### src/c25_pkg.sv
// Shared types, constants and tables of the GF(2^255-19) arithmetic unit.
// Used by c25_mul, c25_cols, c25_store, the top level and the bench; depends on nothing.
package c25_pkg;

	localparam int NUM_LIMBS   = 5;
	localparam int LIMB_BITS   = 51;
	localparam int LIMB_W      = 52;
	localparam int HALF_W      = 26;
	localparam int PROD_W      = 2 * HALF_W;
	localparam int NUM_COLS    = 9;
	localparam int COL_W       = 116;
	localparam int SLOT_W      = 3;
	localparam int ADDR_W      = 6;
	localparam int STORE_DEPTH = 40;
	localparam int PC_W        = 4;
	localparam int NSQ_W       = 7;
	localparam int FS_W        = 5;
	localparam int IN_TDATA_W  = 2 * NUM_LIMBS * LIMB_W;
	localparam int OUT_TDATA_W = 264;

	localparam logic [PC_W-1:0] PROG_LAST = 4'd12;
	localparam logic [FS_W-1:0] FOLD_LAST = 5'd20;

	typedef logic [LIMB_W-1:0] limb_t;
	typedef logic [COL_W-1:0]  col_t;

	localparam col_t LOW_MASK = col_t'({LIMB_BITS{1'b1}});

	// opcodes
	localparam logic [1:0] OP_MUL = 2'd0;
	localparam logic [1:0] OP_SQR = 2'd1;
	localparam logic [1:0] OP_INV = 2'd2;

	// column unit operations
	localparam logic [2:0] COL_NOP   = 3'd0;
	localparam logic [2:0] COL_CLEAR = 3'd1;
	localparam logic [2:0] COL_ACC   = 3'd2;
	localparam logic [2:0] COL_CARRY = 3'd3;
	localparam logic [2:0] COL_FOLD  = 3'd4;
	localparam logic [2:0] COL_WRAP  = 3'd5;

	typedef struct packed {
		logic [2:0] op;
		logic [3:0] idx;
	} col_ctrl_t;

	typedef struct packed {
		logic       valid;
		logic [3:0] col;
		logic [1:0] shift;
	} mul_tag_t;

	typedef struct packed {
		logic [NSQ_W-1:0]  nsq;
		logic              has_mul;
		logic [SLOT_W-1:0] mul_slot;
		logic              has_save;
		logic [SLOT_W-1:0] save_slot;
	} prog_t;

	// Inversion chain: square nsq times, optionally multiply by a slot,
	// optionally save the working value into a slot.
	function automatic prog_t prog_entry(input logic [PC_W-1:0] pc);
		prog_t e;
		e = '0;
		unique case (pc)
			4'd0:  e = '{7'd0,   1'b0, 3'd0, 1'b1, 3'd0};
			4'd1:  e = '{7'd1,   1'b0, 3'd0, 1'b1, 3'd1};
			4'd2:  e = '{7'd2,   1'b1, 3'd0, 1'b1, 3'd2};
			4'd3:  e = '{7'd0,   1'b1, 3'd1, 1'b1, 3'd3};
			4'd4:  e = '{7'd1,   1'b1, 3'd2, 1'b1, 3'd4};
			4'd5:  e = '{7'd5,   1'b1, 3'd4, 1'b1, 3'd5};
			4'd6:  e = '{7'd10,  1'b1, 3'd5, 1'b1, 3'd6};
			4'd7:  e = '{7'd20,  1'b1, 3'd6, 1'b0, 3'd0};
			4'd8:  e = '{7'd10,  1'b1, 3'd5, 1'b1, 3'd7};
			4'd9:  e = '{7'd50,  1'b1, 3'd7, 1'b1, 3'd6};
			4'd10: e = '{7'd100, 1'b1, 3'd6, 1'b0, 3'd0};
			4'd11: e = '{7'd50,  1'b1, 3'd7, 1'b0, 3'd0};
			4'd12: e = '{7'd5,   1'b1, 3'd3, 1'b0, 3'd0};
			default: e = '0;
		endcase
		return e;
	endfunction

	// Reduction sequence: carry over all columns, fold the upper columns by 19,
	// carry, wrap the top limb by 19, carry again.
	function automatic col_ctrl_t fold_step(input logic [FS_W-1:0] fs);
		col_ctrl_t c;
		c.op  = COL_CARRY;
		c.idx = 4'(fs);
		priority if (fs < 5'd8) begin
			c.op  = COL_CARRY;
			c.idx = 4'(fs);
		end else if (fs < 5'd12) begin
			c.op  = COL_FOLD;
			c.idx = 4'(fs - 5'd8);
		end else if (fs < 5'd16) begin
			c.op  = COL_CARRY;
			c.idx = 4'(fs - 5'd12);
		end else if (fs == 5'd16) begin
			c.op  = COL_WRAP;
			c.idx = 4'd0;
		end else begin
			c.op  = COL_CARRY;
			c.idx = 4'(fs - 5'd17);
		end
		return c;
	endfunction

	// x * 19 as shift-adds
	function automatic col_t times19(input col_t x);
		return (x << 4) + (x << 1) + x;
	endfunction

endpackage

### src/c25_store.sv
// Store of the inversion intermediates: eight slots of five limbs.
// Depends on c25_pkg.
module c25_store (
	input  logic                       clk,
	input  logic                       we,
	input  logic [c25_pkg::ADDR_W-1:0] waddr,
	input  c25_pkg::limb_t             wdata,
	input  logic [c25_pkg::ADDR_W-1:0] raddr,
	output c25_pkg::limb_t             rdata
);
	import c25_pkg::*;

	limb_t mem [STORE_DEPTH];

	always_ff @(posedge clk) begin
		if (we) mem[waddr] <= wdata;
		rdata <= mem[raddr];
	end

endmodule

### config.mk
export PLATFORM = sky130hd
export DESIGN_NAME = c25_store
export DESIGN_NICKNAME = d
export VERILOG_FILES = /design/src/c25_pkg.sv /design/src/c25_store.sv
export SDC_FILE = /design/constraint.sdc
export NUM_CORES = 2
export LEC_CHECK = 0
export BUFFER_PORTS_ARGS = -buffer_cell sky130_fd_sc_hd__buf_2
export CAP_MARGIN = 10
export CELL_PAD_IN_SITES_DETAIL_PLACEMENT = 1
export CELL_PAD_IN_SITES_GLOBAL_PLACEMENT = 1
export CORE_UTILIZATION = 40
export CTS_CLUSTER_DIAMETER = 120
export DETAILED_ROUTE_END_ITERATION = 10
export GPL_ROUTABILITY_DRIVEN = 0
export HOLD_SLACK_MARGIN = 0.02
export PLACE_DENSITY_LB_ADDON = 0.1
export SYNTH_ARGS = -nofsm -noshare
export SYNTH_HDL_FRONTEND = slang
export SYNTH_SLANG_ARGS = --single-unit
### constraint.sdc
create_clock -name clk -period 12.1 [get_ports clk]
set_clock_uncertainty 0.15 [all_clocks]
set_input_delay 2.42 -clock clk [delete_from_list [all_inputs] [get_ports clk]]
set_output_delay 2.42 -clock clk [all_outputs]
set_load 0.1 [all_outputs]
[Word level (Yosys, flattened, before mapping)]
Memory sizes are Yosys's and may differ from the RTL's. A register that Yosys moved wholly into a read port is not among the register bits.
Cells that the tools add are included.
Word-level totals
  register bits: 0
  RAM bits: 2080
  output and inout bits: 52
  memories kept: 1
Memory list
  mem: words 40, width 52, rd ports 1, clocked after Yosys merged registers in 1, write ports 1, line c25_store.sv:13  | limb_t mem [STORE_DEPTH];
Cells by class
  muxes and demuxes: 2
Operators with widths (count)
  $mux 1: 2

[Logic depth before layout (Yosys ltp)]
  word-level depth: 2
  gate-level depth with buffers: 8
  mapped depth without buffers: 4

[Worst setup path after synthesis]
Ideal clock, no wire load.
  path kind: in2reg
  start point: in waddr[5] (netlist bit)
  end point: mem mem[16][0] (netlist bit), enable pin
  setup time: 0.526 ns
  arrival time: 6.452 ns
  data required time: 11.424 ns
  setup slack: 4.972 ns
  stages: 3
  path through: nor4bb_1 > nand2b_1 > nor3_1
RTL lines
  start, declared: line c25_store.sv:6  | input logic [c25_pkg::ADDR_W-1:0] waddr,
  end, declared: line c25_store.sv:13
Straight into the memory's write port.

==> results.json <==
{
  "status": "completed",
  "yosysMostFrequentCell": "edfxtp_1",
  "synth_edf_count": 2080,
  "max_freq_mhz": 181,
  "initial_core_util_pct": 40.3,
  "crit_slowest_cell": "buf_4",
  "async_reset_ff_share_pct": 0,
  "cts.sinks": 2132,
  "avgSynthCellArea_um2": 24.6,
  "io_buffers": 117,
  "cts_buffers": 221,
  "path_class": "in2reg",
  "arrival_ns": 6.07,
  "cts.clk_slew.worst_paths_ns": 0.06,
  "rsz0062_at_grt": "false",
  "antenna_found_initial": 15,
  "cts_resized": 0,
  "p_per_area_nw_per_um2": 171,
  "firstDrtPassIters": 6,
  "vdd_drop_max_uv": 161,
  "setup_tns_ns": 0,
  "grtUsageMet2_pct": 36.7,
  "synth_cells": 3270,
  "cp-start-kind": "input port",
  "hold_viol_final": 0,
  "crit_buf_inv": 3,
  "dieArea_um2": 203000,
  "syn-num-nets": 3336,
  "drc": 0,
  "ant_nets": 0,
  "finalNetCount": 3610,
  "clockBufferDepth": 3,
  "wl_per_cell_um": 34.3,
  "busiest_layer": "met2",
  "finalMaxSlewViolations": 0,
  "syn-cell-area_um2": 80400,
  "cpPeakStageDelay_ns": 0.85,
  "finalCritPeriodShare_pct": 45.6,
  "critPathTopFamily": "buffers and inverters",
  "grt.overflow.total": 0,
  "ys_types": 29,
  "grt_pass1_wl_um": 304000,
  "grt_pass1_vias": 38908,
  "tightestPinTransition_ns": 1.23,
  "synth_top_cell_by_area": "edfxtp_1",
  "slew_headroom_pct": 18.1,
  "avgViaCountPerCell": 5.68,
  "cp-end-kind": "flop",
  "synth.yosys.seq_area_share_pct": 79.0,
  "cts-root-buf": "clkbuf_16",
  "num_io_pins": 118,
  "core_area_um2": 200000,
  "cts_setup_buffers": 0,
  "ys_ff_latch": 2132,
  "area_delta_synth_final_pct": 14.1,
  "rows": 164,
  "crit_fanout": 63,
  "grt_max_degree": 106,
  "worstPathCellList": "buf_8 > buf_4 > buf_4 > mux4_2 > mux4_2 > a22oi_1 > nand2_1",
  "min_path_type": "reg2reg",
  "die_x_um": 450,
  "grtUsageMet3_pct": 3.42,
  "clock_latency_ns": 0.85,
  "vias": 36279,
  "dr.first_iter.drc_count": 3558,
  "synth_top_cells_by_count": "edfxtp_1 (2080), mux4_2 (566), mux2_2 (97)",
  "holdBufCountCts": 0,
  "setup_viol": 0,
  "leakage_nw": 28.5,
  "min_period_ns": 5.52,
  "max_cap_violations": 0,
  "synth_top_area_share_pct": 77.7,
  "required_ns": 12.66,
  "htreeDepth": 4,
  "yosysWarningCount": 0,
  "met1_usage_pct": 28.5,
  "synth.area.top_cells": "edfxtp_1 (78%), mux4_2 (16%), mux2_2 (1.4%)",
  "p_total_mw": 15.7,
  "die_h_um": 450,
  "dp_hpwl_um": 111000,
  "wl_um": 219000,
  "ys.flop_type": "edfxtp_1",
  "drive_above_1_share_pct": 33.1,
  "cts_tree": "yes",
  "track_usage_pct": 21.7
}
kinds of logic (layout without fill, tap and decap cells):
kind of cell	Yosys count	count (layout)	synth area share (%)
DFF	2132	2132	79.0
muxes	740	740	18.3
buffers and inverters	171	633	1.09
and+or+nand+nor	123	123	0.662
AOI/OAI and AO/OA	104	104	0.984
other	0	1	0
flip-flops by register name (all words and copies together), names as in the netlist:
name / flops
mem: 2080
rdata: 52
final cells by class:
class,instances,area [um^2]
diodes,1,2.50
flip-flops and latches,2132,63500
well taps,2656,3320
multi-input cells,967,16300
fillers,17572,108000
clock inverters,119,1180
clock buffers,292,5930
repair buffers,222,1450
layout by cell type, fill, tap and decap left out, types with 2 or more instances in the layout:
| cell type | netlist | final |
|---|---|---|
| mux2_1 | 52 | 52 |
| mux2i_1 | 25 | 25 |
| nor2_4 | 0 | 39 |
| mux2_2 | 97 | 97 |
| buf_12 | 0 | 3 |
| o221ai_1 | 6 | 6 |
| inv_16 | 0 | 5 |
| a22oi_1 | 90 | 90 |
| nand2b_1 | 10 | 10 |
| edfxtp_1 | 2080 | 2080 |
| clkinv_2 | 0 | 34 |
| nor2b_1 | 4 | 3 |
| bufinv_16 | 0 | 18 |
| clkinv_16 | 0 | 2 |
| buf_4 | 13 | 103 |
| nor3_2 | 0 | 2 |
| clkinv_8 | 0 | 4 |
| clkbuf_1 | 81 | 58 |
| inv_6 | 0 | 5 |
| clkinv_1 | 0 | 49 |
| buf_2 | 37 | 112 |
| dfxtp_1 | 52 | 52 |
| nor2_1 | 43 | 4 |
| o211ai_1 | 6 | 6 |
| clkbuf_16 | 0 | 221 |
| nand2_1 | 52 | 52 |
| clkbuf_8 | 0 | 13 |
| buf_8 | 0 | 3 |
| nand3_1 | 4 | 4 |
| mux4_2 | 566 | 566 |
worst min-delay path: stages, from the launching register on:
cell and delay, ns:
edfxtp_1 0.31, mux4_2 0.21, mux2_1 0.12, a22oi_1 0.08, nand2_1 0.05
routing by layer:
metal / part of all wire, % / vias up
met5: 0.022 / -
met4: 3.1 / 8
met1: 41 / 20272
met2: 51 / 1026
met3: 4.7 / 308
li1: - / 14665
worst paths after layout:
check,startpoint,endpoint,slack (ns),cells past startpoint
max,raddr[0],rdata[38],6.58,7
min,mem[10][39],rdata[39],0.62,4
max reg2reg,mem[25][12],rdata[12],9.69,4
min reg2reg,mem[10][39],rdata[39],0.62,4
stage by stage:
stage                     hold slack (ns)  worst slack [ns]  util (%)  area, um^2  instances
final                               0.624              6.58      45.9       91700       6389
after global routing                0.653              6.25      45.9       91700       6389
after CTS                           0.628              6.54      45.9       91700       6388
after detailed placement            0.612              5.61      42.4       84600       5977
after global placement              0.592              5.62      42.4       84600       5977
after floorplan                     0.522              4.97         -       80400       3270
power breakdown:
part	switching, mW	internal, mW	total, mW
clock network	2.84	3.83	6.67
logic	0.546	0.275	0.821
registers	0.0286	8.17	8.20
total	3.42	12.3	15.7
Power figures use the tool's default switching activity.
