## src/c25_pkg.sv

```systemverilog
// Shared types, constants and tables of the GF(2^255-19) arithmetic unit.
// Used by c25_mul, c25_cols, c25_store, the top level and the bench; depends on nothing.
package c25_pkg;

	localparam int NUM_LIMBS   = 5;
	localparam int LIMB_BITS   = 51;
	localparam int LIMB_W      = 52;
	localparam int HALF_W      = 26;
	localparam int PROD_W      = 2 * HALF_W;
	localparam int NUM_COLS    = 9;
	localparam int COL_W       = 116;
	localparam int SLOT_W      = 3;
	localparam int ADDR_W      = 6;
	localparam int STORE_DEPTH = 40;
	localparam int PC_W        = 4;
	localparam int NSQ_W       = 7;
	localparam int FS_W        = 5;
	localparam int IN_TDATA_W  = 2 * NUM_LIMBS * LIMB_W;
	localparam int OUT_TDATA_W = 264;

	localparam logic [PC_W-1:0] PROG_LAST = 4'd12;
	localparam logic [FS_W-1:0] FOLD_LAST = 5'd20;

	typedef logic [LIMB_W-1:0] limb_t;
	typedef logic [COL_W-1:0]  col_t;

	localparam col_t LOW_MASK = col_t'({LIMB_BITS{1'b1}});

	// opcodes
	localparam logic [1:0] OP_MUL = 2'd0;
	localparam logic [1:0] OP_SQR = 2'd1;
	localparam logic [1:0] OP_INV = 2'd2;

	// column unit operations
	localparam logic [2:0] COL_NOP   = 3'd0;
	localparam logic [2:0] COL_CLEAR = 3'd1;
	localparam logic [2:0] COL_ACC   = 3'd2;
	localparam logic [2:0] COL_CARRY = 3'd3;
	localparam logic [2:0] COL_FOLD  = 3'd4;
	localparam logic [2:0] COL_WRAP  = 3'd5;

	typedef struct packed {
		logic [2:0] op;
		logic [3:0] idx;
	} col_ctrl_t;

	typedef struct packed {
		logic       valid;
		logic [3:0] col;
		logic [1:0] shift;
	} mul_tag_t;

	typedef struct packed {
		logic [NSQ_W-1:0]  nsq;
		logic              has_mul;
		logic [SLOT_W-1:0] mul_slot;
		logic              has_save;
		logic [SLOT_W-1:0] save_slot;
	} prog_t;

	// Inversion chain: square nsq times, optionally multiply by a slot,
	// optionally save the working value into a slot.
	function automatic prog_t prog_entry(input logic [PC_W-1:0] pc);
		prog_t e;
		e = '0;
		unique case (pc)
			4'd0:  e = '{7'd0,   1'b0, 3'd0, 1'b1, 3'd0};
			4'd1:  e = '{7'd1,   1'b0, 3'd0, 1'b1, 3'd1};
			4'd2:  e = '{7'd2,   1'b1, 3'd0, 1'b1, 3'd2};
			4'd3:  e = '{7'd0,   1'b1, 3'd1, 1'b1, 3'd3};
			4'd4:  e = '{7'd1,   1'b1, 3'd2, 1'b1, 3'd4};
			4'd5:  e = '{7'd5,   1'b1, 3'd4, 1'b1, 3'd5};
			4'd6:  e = '{7'd10,  1'b1, 3'd5, 1'b1, 3'd6};
			4'd7:  e = '{7'd20,  1'b1, 3'd6, 1'b0, 3'd0};
			4'd8:  e = '{7'd10,  1'b1, 3'd5, 1'b1, 3'd7};
			4'd9:  e = '{7'd50,  1'b1, 3'd7, 1'b1, 3'd6};
			4'd10: e = '{7'd100, 1'b1, 3'd6, 1'b0, 3'd0};
			4'd11: e = '{7'd50,  1'b1, 3'd7, 1'b0, 3'd0};
			4'd12: e = '{7'd5,   1'b1, 3'd3, 1'b0, 3'd0};
			default: e = '0;
		endcase
		return e;
	endfunction

	// Reduction sequence: carry over all columns, fold the upper columns by 19,
	// carry, wrap the top limb by 19, carry again.
	function automatic col_ctrl_t fold_step(input logic [FS_W-1:0] fs);
		col_ctrl_t c;
		c.op  = COL_CARRY;
		c.idx = 4'(fs);
		priority if (fs < 5'd8) begin
			c.op  = COL_CARRY;
			c.idx = 4'(fs);
		end else if (fs < 5'd12) begin
			c.op  = COL_FOLD;
			c.idx = 4'(fs - 5'd8);
		end else if (fs < 5'd16) begin
			c.op  = COL_CARRY;
			c.idx = 4'(fs - 5'd12);
		end else if (fs == 5'd16) begin
			c.op  = COL_WRAP;
			c.idx = 4'd0;
		end else begin
			c.op  = COL_CARRY;
			c.idx = 4'(fs - 5'd17);
		end
		return c;
	endfunction

	// x * 19 as shift-adds
	function automatic col_t times19(input col_t x);
		return (x << 4) + (x << 1) + x;
	endfunction

endpackage

```

## src/c25_mul.sv

```systemverilog
// Shared 26x26 multiplier with a registered product and tag.
// Depends on c25_pkg.
module c25_mul (
	input  logic                          clk,
	input  logic                          arst_n,
	input  c25_pkg::mul_tag_t             tag_in,
	input  logic [c25_pkg::HALF_W-1:0]    x,
	input  logic [c25_pkg::HALF_W-1:0]    y,
	output logic [c25_pkg::PROD_W-1:0]    prod_s1,
	output c25_pkg::mul_tag_t             tag_s1
);
	import c25_pkg::*;

	logic [PROD_W-1:0] prod_c;

	assign prod_c = x * y;

	// tag carries the valid flag and the column target
	always_ff @(posedge clk or negedge arst_n) begin
		if (!arst_n) begin
			tag_s1 <= '0;
		end else begin
			tag_s1 <= tag_in;
		end
	end

	always_ff @(posedge clk) begin
		prod_s1 <= prod_c;
	end

endmodule

```

## config.mk

```make
export PLATFORM = sky130hd
export DESIGN_NAME = c25_mul
export DESIGN_NICKNAME = d
export VERILOG_FILES = /design/src/c25_pkg.sv /design/src/c25_mul.sv
export SDC_FILE = /design/constraint.sdc
export NUM_CORES = 2
export LEC_CHECK = 0
export ABC_CLOCK_PERIOD_IN_PS = 800
export BUFFER_PORTS_ARGS = -buffer_cell sky130_fd_sc_hd__buf_2
export CORE_UTILIZATION = 30
export CTS_BUF_LIST = sky130_fd_sc_hd__clkbuf_4 sky130_fd_sc_hd__clkbuf_8
export CTS_CLUSTER_SIZE = 14
export DETAILED_ROUTE_END_ITERATION = 8
export SYNTH_ARGS = -nofsm -noshare
export SYNTH_HDL_FRONTEND = slang
export SYNTH_SLANG_ARGS = --single-unit
```

## constraint.sdc

```tcl
create_clock -name clk -period 0.8 [get_ports clk]
set_input_delay 0.12 -clock clk [delete_from_list [all_inputs] [get_ports clk]]
set_output_delay 0.12 -clock clk [all_outputs]
set_load 0.02 [all_outputs]
```

Word-level counts from Yosys, hierarchy flattened
Cells that the tools add are included.
{ "word_totals": {"reg_bits": 59, "inputBits": 61, "out_inout_bits": 59, "word_cells": 5} }
{ "classes": {"multipliers": 1} }
{ "op_table": {"columns": ["op", "count"], "rows": [
  ["multiplier 26 x 26 -> 52 bit", 1]
]} }

Depth between registers and ports, before layout
{ "depth": {"word_depth": 1, "ltp_mapped": 27, "ltp_nobuf": 24} }

Least setup slack after synthesis
Ideal clock, no wire load.
{ "synth_path": {"path_type": "in2reg", "start": "input y[5] (netlist bit)", "end": "register prod_s1[50] (netlist bit)", "setup_ns": 0.072, "arrival_ns": 6.371, "t_required_ns": 0.728, "path_slack_ns": -5.642, "cell_stages": 25, "n_path_buf": 3, "cell_sequence": "clkbuf_1 > clkbuf_1 > nand2_1 > fa_1 > inv_1 > fa_1 > inv_1 > fa_1 > fa_1 > inv_1 > fa_1 > fa_1 > inv_1 > fa_1 > inv_1 > ha_1 > buf_4 > nand2_1 > o21a_1 > a2111oi_4 > o311ai_1 > o21ba_2 > o31a_1 > o41ai_2 > xor2_1"} }
{ "synth_via": {"elab_chain_cells": 1} }
{ "synth_lines": {"columns": ["item", "line_no", "text"], "rows": [
  ["start, declared", "c25_mul.sv:8", "input logic [c25_pkg::HALF_W-1:0] y,"],
  ["multiplier 26 x 26 -> 52 bit", "c25_mul.sv:16", "assign prod_c = x * y;"],
  ["via prod_c[50]", "c25_mul.sv:14", "logic [PROD_W-1:0] prod_c;"],
  ["end signal, assigned", "c25_mul.sv:28", "prod_s1 <= prod_c;"],
  ["end, declared", "c25_mul.sv:9", "output logic [c25_pkg::PROD_W-1:0] prod_s1,"]
]} }
The timed path passes the listed nets, and every way through them passes these cells.

Final worst setup path
{ "layout_path": {"start": "input x[16] (netlist bit)", "end": "register prod_s1[50] (netlist bit)"} }
{ "layout_via": {"elab_chain_cells": 1} }
{ "layout_lines": {"columns": ["item", "line_no", "text"], "rows": [
  ["start, declared", "c25_mul.sv:7", "input logic [c25_pkg::HALF_W-1:0] x,"],
  ["multiplier 26 x 26 -> 52 bit", "c25_mul.sv:16", null],
  ["via prod_c[50]", "c25_mul.sv:14", null]
]} }
The timed path passes the listed nets, and every way through them passes these cells.

==> summary.txt <==
Placement
  – Placed Cells: roughly 3900
  – Port bufs: approximately 120
  – GPL Wtd Cong: roughly 0.9
  – Hpwl dp: 57900 um

Setup path
  – Worst EP arrival: ~6300 ps
  – CP Capture Type: register
  – CP max stage cell: fa_1
  – Delay-heaviest family, CP: adder cells
  – Worst Path Required: between 1000 and 1500 ps
  – Kind of critical path: input port to register
  – Critical Path Max Stage Delay: ~540 ps
  – Critical path, cell by cell: buf_12 > buf_4 > and2_1 > fa_1 > fa_1 > inv_1 > fa_1 > fa_1 > inv_1 > fa_1 > fa_1 > inv_1 > fa_1 > inv_1 > ha_4 > nand4_1 > a2111oi_4 > o311ai_2 > o21ba_4 > o31a_1 > o41ai_2 > xor2_1
  – Startpoint types: input port
  – Worst path buffer plus inverter count: 6
  – Most used cell, CP: fa_1
  – Crit path max fanout: 6

Global route
  – Remaining global-route overflow: 0
  – Largest net degree at the start of global routing: 24
  – Tot GR Track Use: 17.5%
  – Initial antenna violation count: 3
  – First-pass GRT wire length: roughly 110000 um
  – Vias in the first global route: ~20000

Logic synthesis
  – Syn Inst Count: roughly 2600
  – Synth warnings: 0
  – Syn_nets: ~3400
  – Synth unique cells: 55
  – Top cell type by total area after synthesis: fa_1
  – Syn Std Cell Area: roughly 0.023 sq mm
  – Post-synth top cells: 617 x inv_1, 574 x fa_1, 364 x and2_1
  – Number of flops mapped to enable cells by yosys: 0
  – Ys flop type: dfxtp_1
  – Top cell type's share of synthesized area: 49.0%
  – Most common cell in the synthesized netlist: inv_1
  – Asr flop ratio synth: about an eighth
  – Synth Area per Inst: just over 9 sq um
  – #FFs+latches synth: 59
  – Synth area leaders: fa_1 49%, ha_1 10%, inv_1 9.9%, and2_1 9.7%, nand2_1 5.7%
  – Sequential share of the synthesized area: around 5.2%

Run status
  – Run status: finished with violations
  – Failing checks: negative setup slack

Timing
  – Unrepaired setup endpoints after global routing: true
  – Endpoints failing setup: 110
  – FMAX: 167 MHz
  – Slew Limit Fails: 0
  – Minimum clock period: 5970 ps
  – Final hold violation count: 0
  – Setup ws final: -5170 ps
  – Worst-Margin Slew: around 420 ps
  – Rel. slew slack: a little over 70%
  – Final Cycle Share: 747%

Clock tree
  – Deepest clock path buffer count: 2
  – TritonCTS clock tree: built
  – Cts bufs inserted: 9
  – H-tree depth: 3
  – Clk slew on worst S/H paths: approximately 90 ps
  – CTS root buffer: clkbuf_8
  – CTS Sinks: between 50 and 60

Cells and area
  – Fillers: about 7700
  – Final cell count without fillers: ~4000
  – Multi-input gate area: 0.0211 sq mm
  – Register area: ~0.0013 sq mm
  – Layout cell share with drive strength beyond 1: a little under a third
  – Synth-to-layout area growth: 33.5%
  – Final nets: between 3000 and 4000

Route
  – Drt total wl: 66800 um
  – Starting DRT DRC Count: between 800 and 900
  – Vias per cell: ~4.5
  – WL per Instance: between 15 and 20 um
  – DRT antenna net count: 0
  – First-pass DRT Iterations: 5
  – Vias: approximately 18000
  – DRC: 0

Floorplan
  – Die Span X: about 280 um
  – Initial Util: a little under a third
  – Ports: 120
  – Core area: roughly 0.077 sq mm
  – DIE AREA: a little under 0.08 sq mm
  – FP Rows: about 100
  – Die height: 281 um

Worst hold path
  – Hold Path Class: input port to asynchronous set/reset pin

Run
  – Max cap viols: 0
## kinds of logic after synthesis
kind of cell / after synthesis / synth area share (%)
AND/OR/NAND/NOR: 781 / 16.9
adder cells (fa/ha/maj): 765 / 59.2
buffers and inverters: 749 / 12.1
AO/OA/AOI/OAI: 168 / 4.77
flip-flops: 59 / 5.19
XOR/XNOR: 50 / 1.87
## per-stage QoR
| stage | setup TNS (ps) | utilization, % | instance area, sq um | worst slack (ps) | hold WS (ps) |
|---|---|---|---|---|---|
| after CTS | -224840 | 39.3 | 30400 | -5140 | 50.6 |
| after detailed placement | -242870 | 36.3 | 28100 | -5840 | -37.2 |
| final | -224790 | 40.5 | 31300 | -5170 | 98.7 |
| after global routing | -233280 | 40.5 | 31300 | -5340 | 91.1 |
| after global placement | -241980 | 36.3 | 28100 | -5870 | -44.9 |
| after floorplan | -206340 | - | 24600 | -5400 | -176 |
## layout by cell type (no fill, tap or decap), types with 14 or more instances in the layout
cell type / instances
buf_6: 155
buf_2: 16
inv_2: 57
buf_8: 24
nand2_4: 14
fa_2: 43
ha_4: 44
a21o_1: 23
ha_1: 142
a21oi_1: 31
fa_1: 531
a21oi_2: 16
dfxtp_2: 51
nand4_1: 18
xnor2_1: 19
and2_1: 313
xor2_1: 15
buf_4: 307
and2_4: 52
nand2_1: 317
inv_1: 560
buf_12: 26
nand2_2: 22
## sequential cells by signal (all words and copies together), names as in the netlist
signal	count
tag_s1	7
prod_s1	52
## final cells by class
class	count	share of cell area [%]
Multi-Input combinational cell	1764	67.3
Timing Repair Buffer	539	16.4
Inverter	617	7.40
Tap cell	1040	4.16
Sequential cell	59	4.09
Clock buffer	9	0.396
Clock inverter	7	0.196
Antenna cell	2	0.0160
## path summary, 6_finish.rpt
path	start	to	slack [ps]	cells after the start
max	x[16]	prod_s1[50]	-5170	22
min	arst_n	tag_s1[4]	100	2
max in group asynchronous	arst_n	tag_s1[2]	550	2
min in group clk	y[0]	prod_s1[0]	260	3
## routing by layer
layer | global-route usage (%) | vias up | share of wire (%)
met2 | 32.2 | 363 | 54
li1 | - | 8322 | -
met5 | 0 | - | 0
met1 | 21.5 | 9378 | 40
met3 | 1.90 | 84 | 3.4
met4 | 4.64 | 0 | 2.7
## repair_timing
item                                    4_1_cts  5_1_grt
pin swaps                                   129      118
hold buffers                                  8        0
endpoints found under the setup margin      110      109
setup buffers                                44       28
endpoints found under the hold margin        14        0
resized for setup                           503      184
cloned                                        1        0
Power is not shown: default switching activity piles up to over one toggle a cycle in this logic, so the estimate is an artifact.
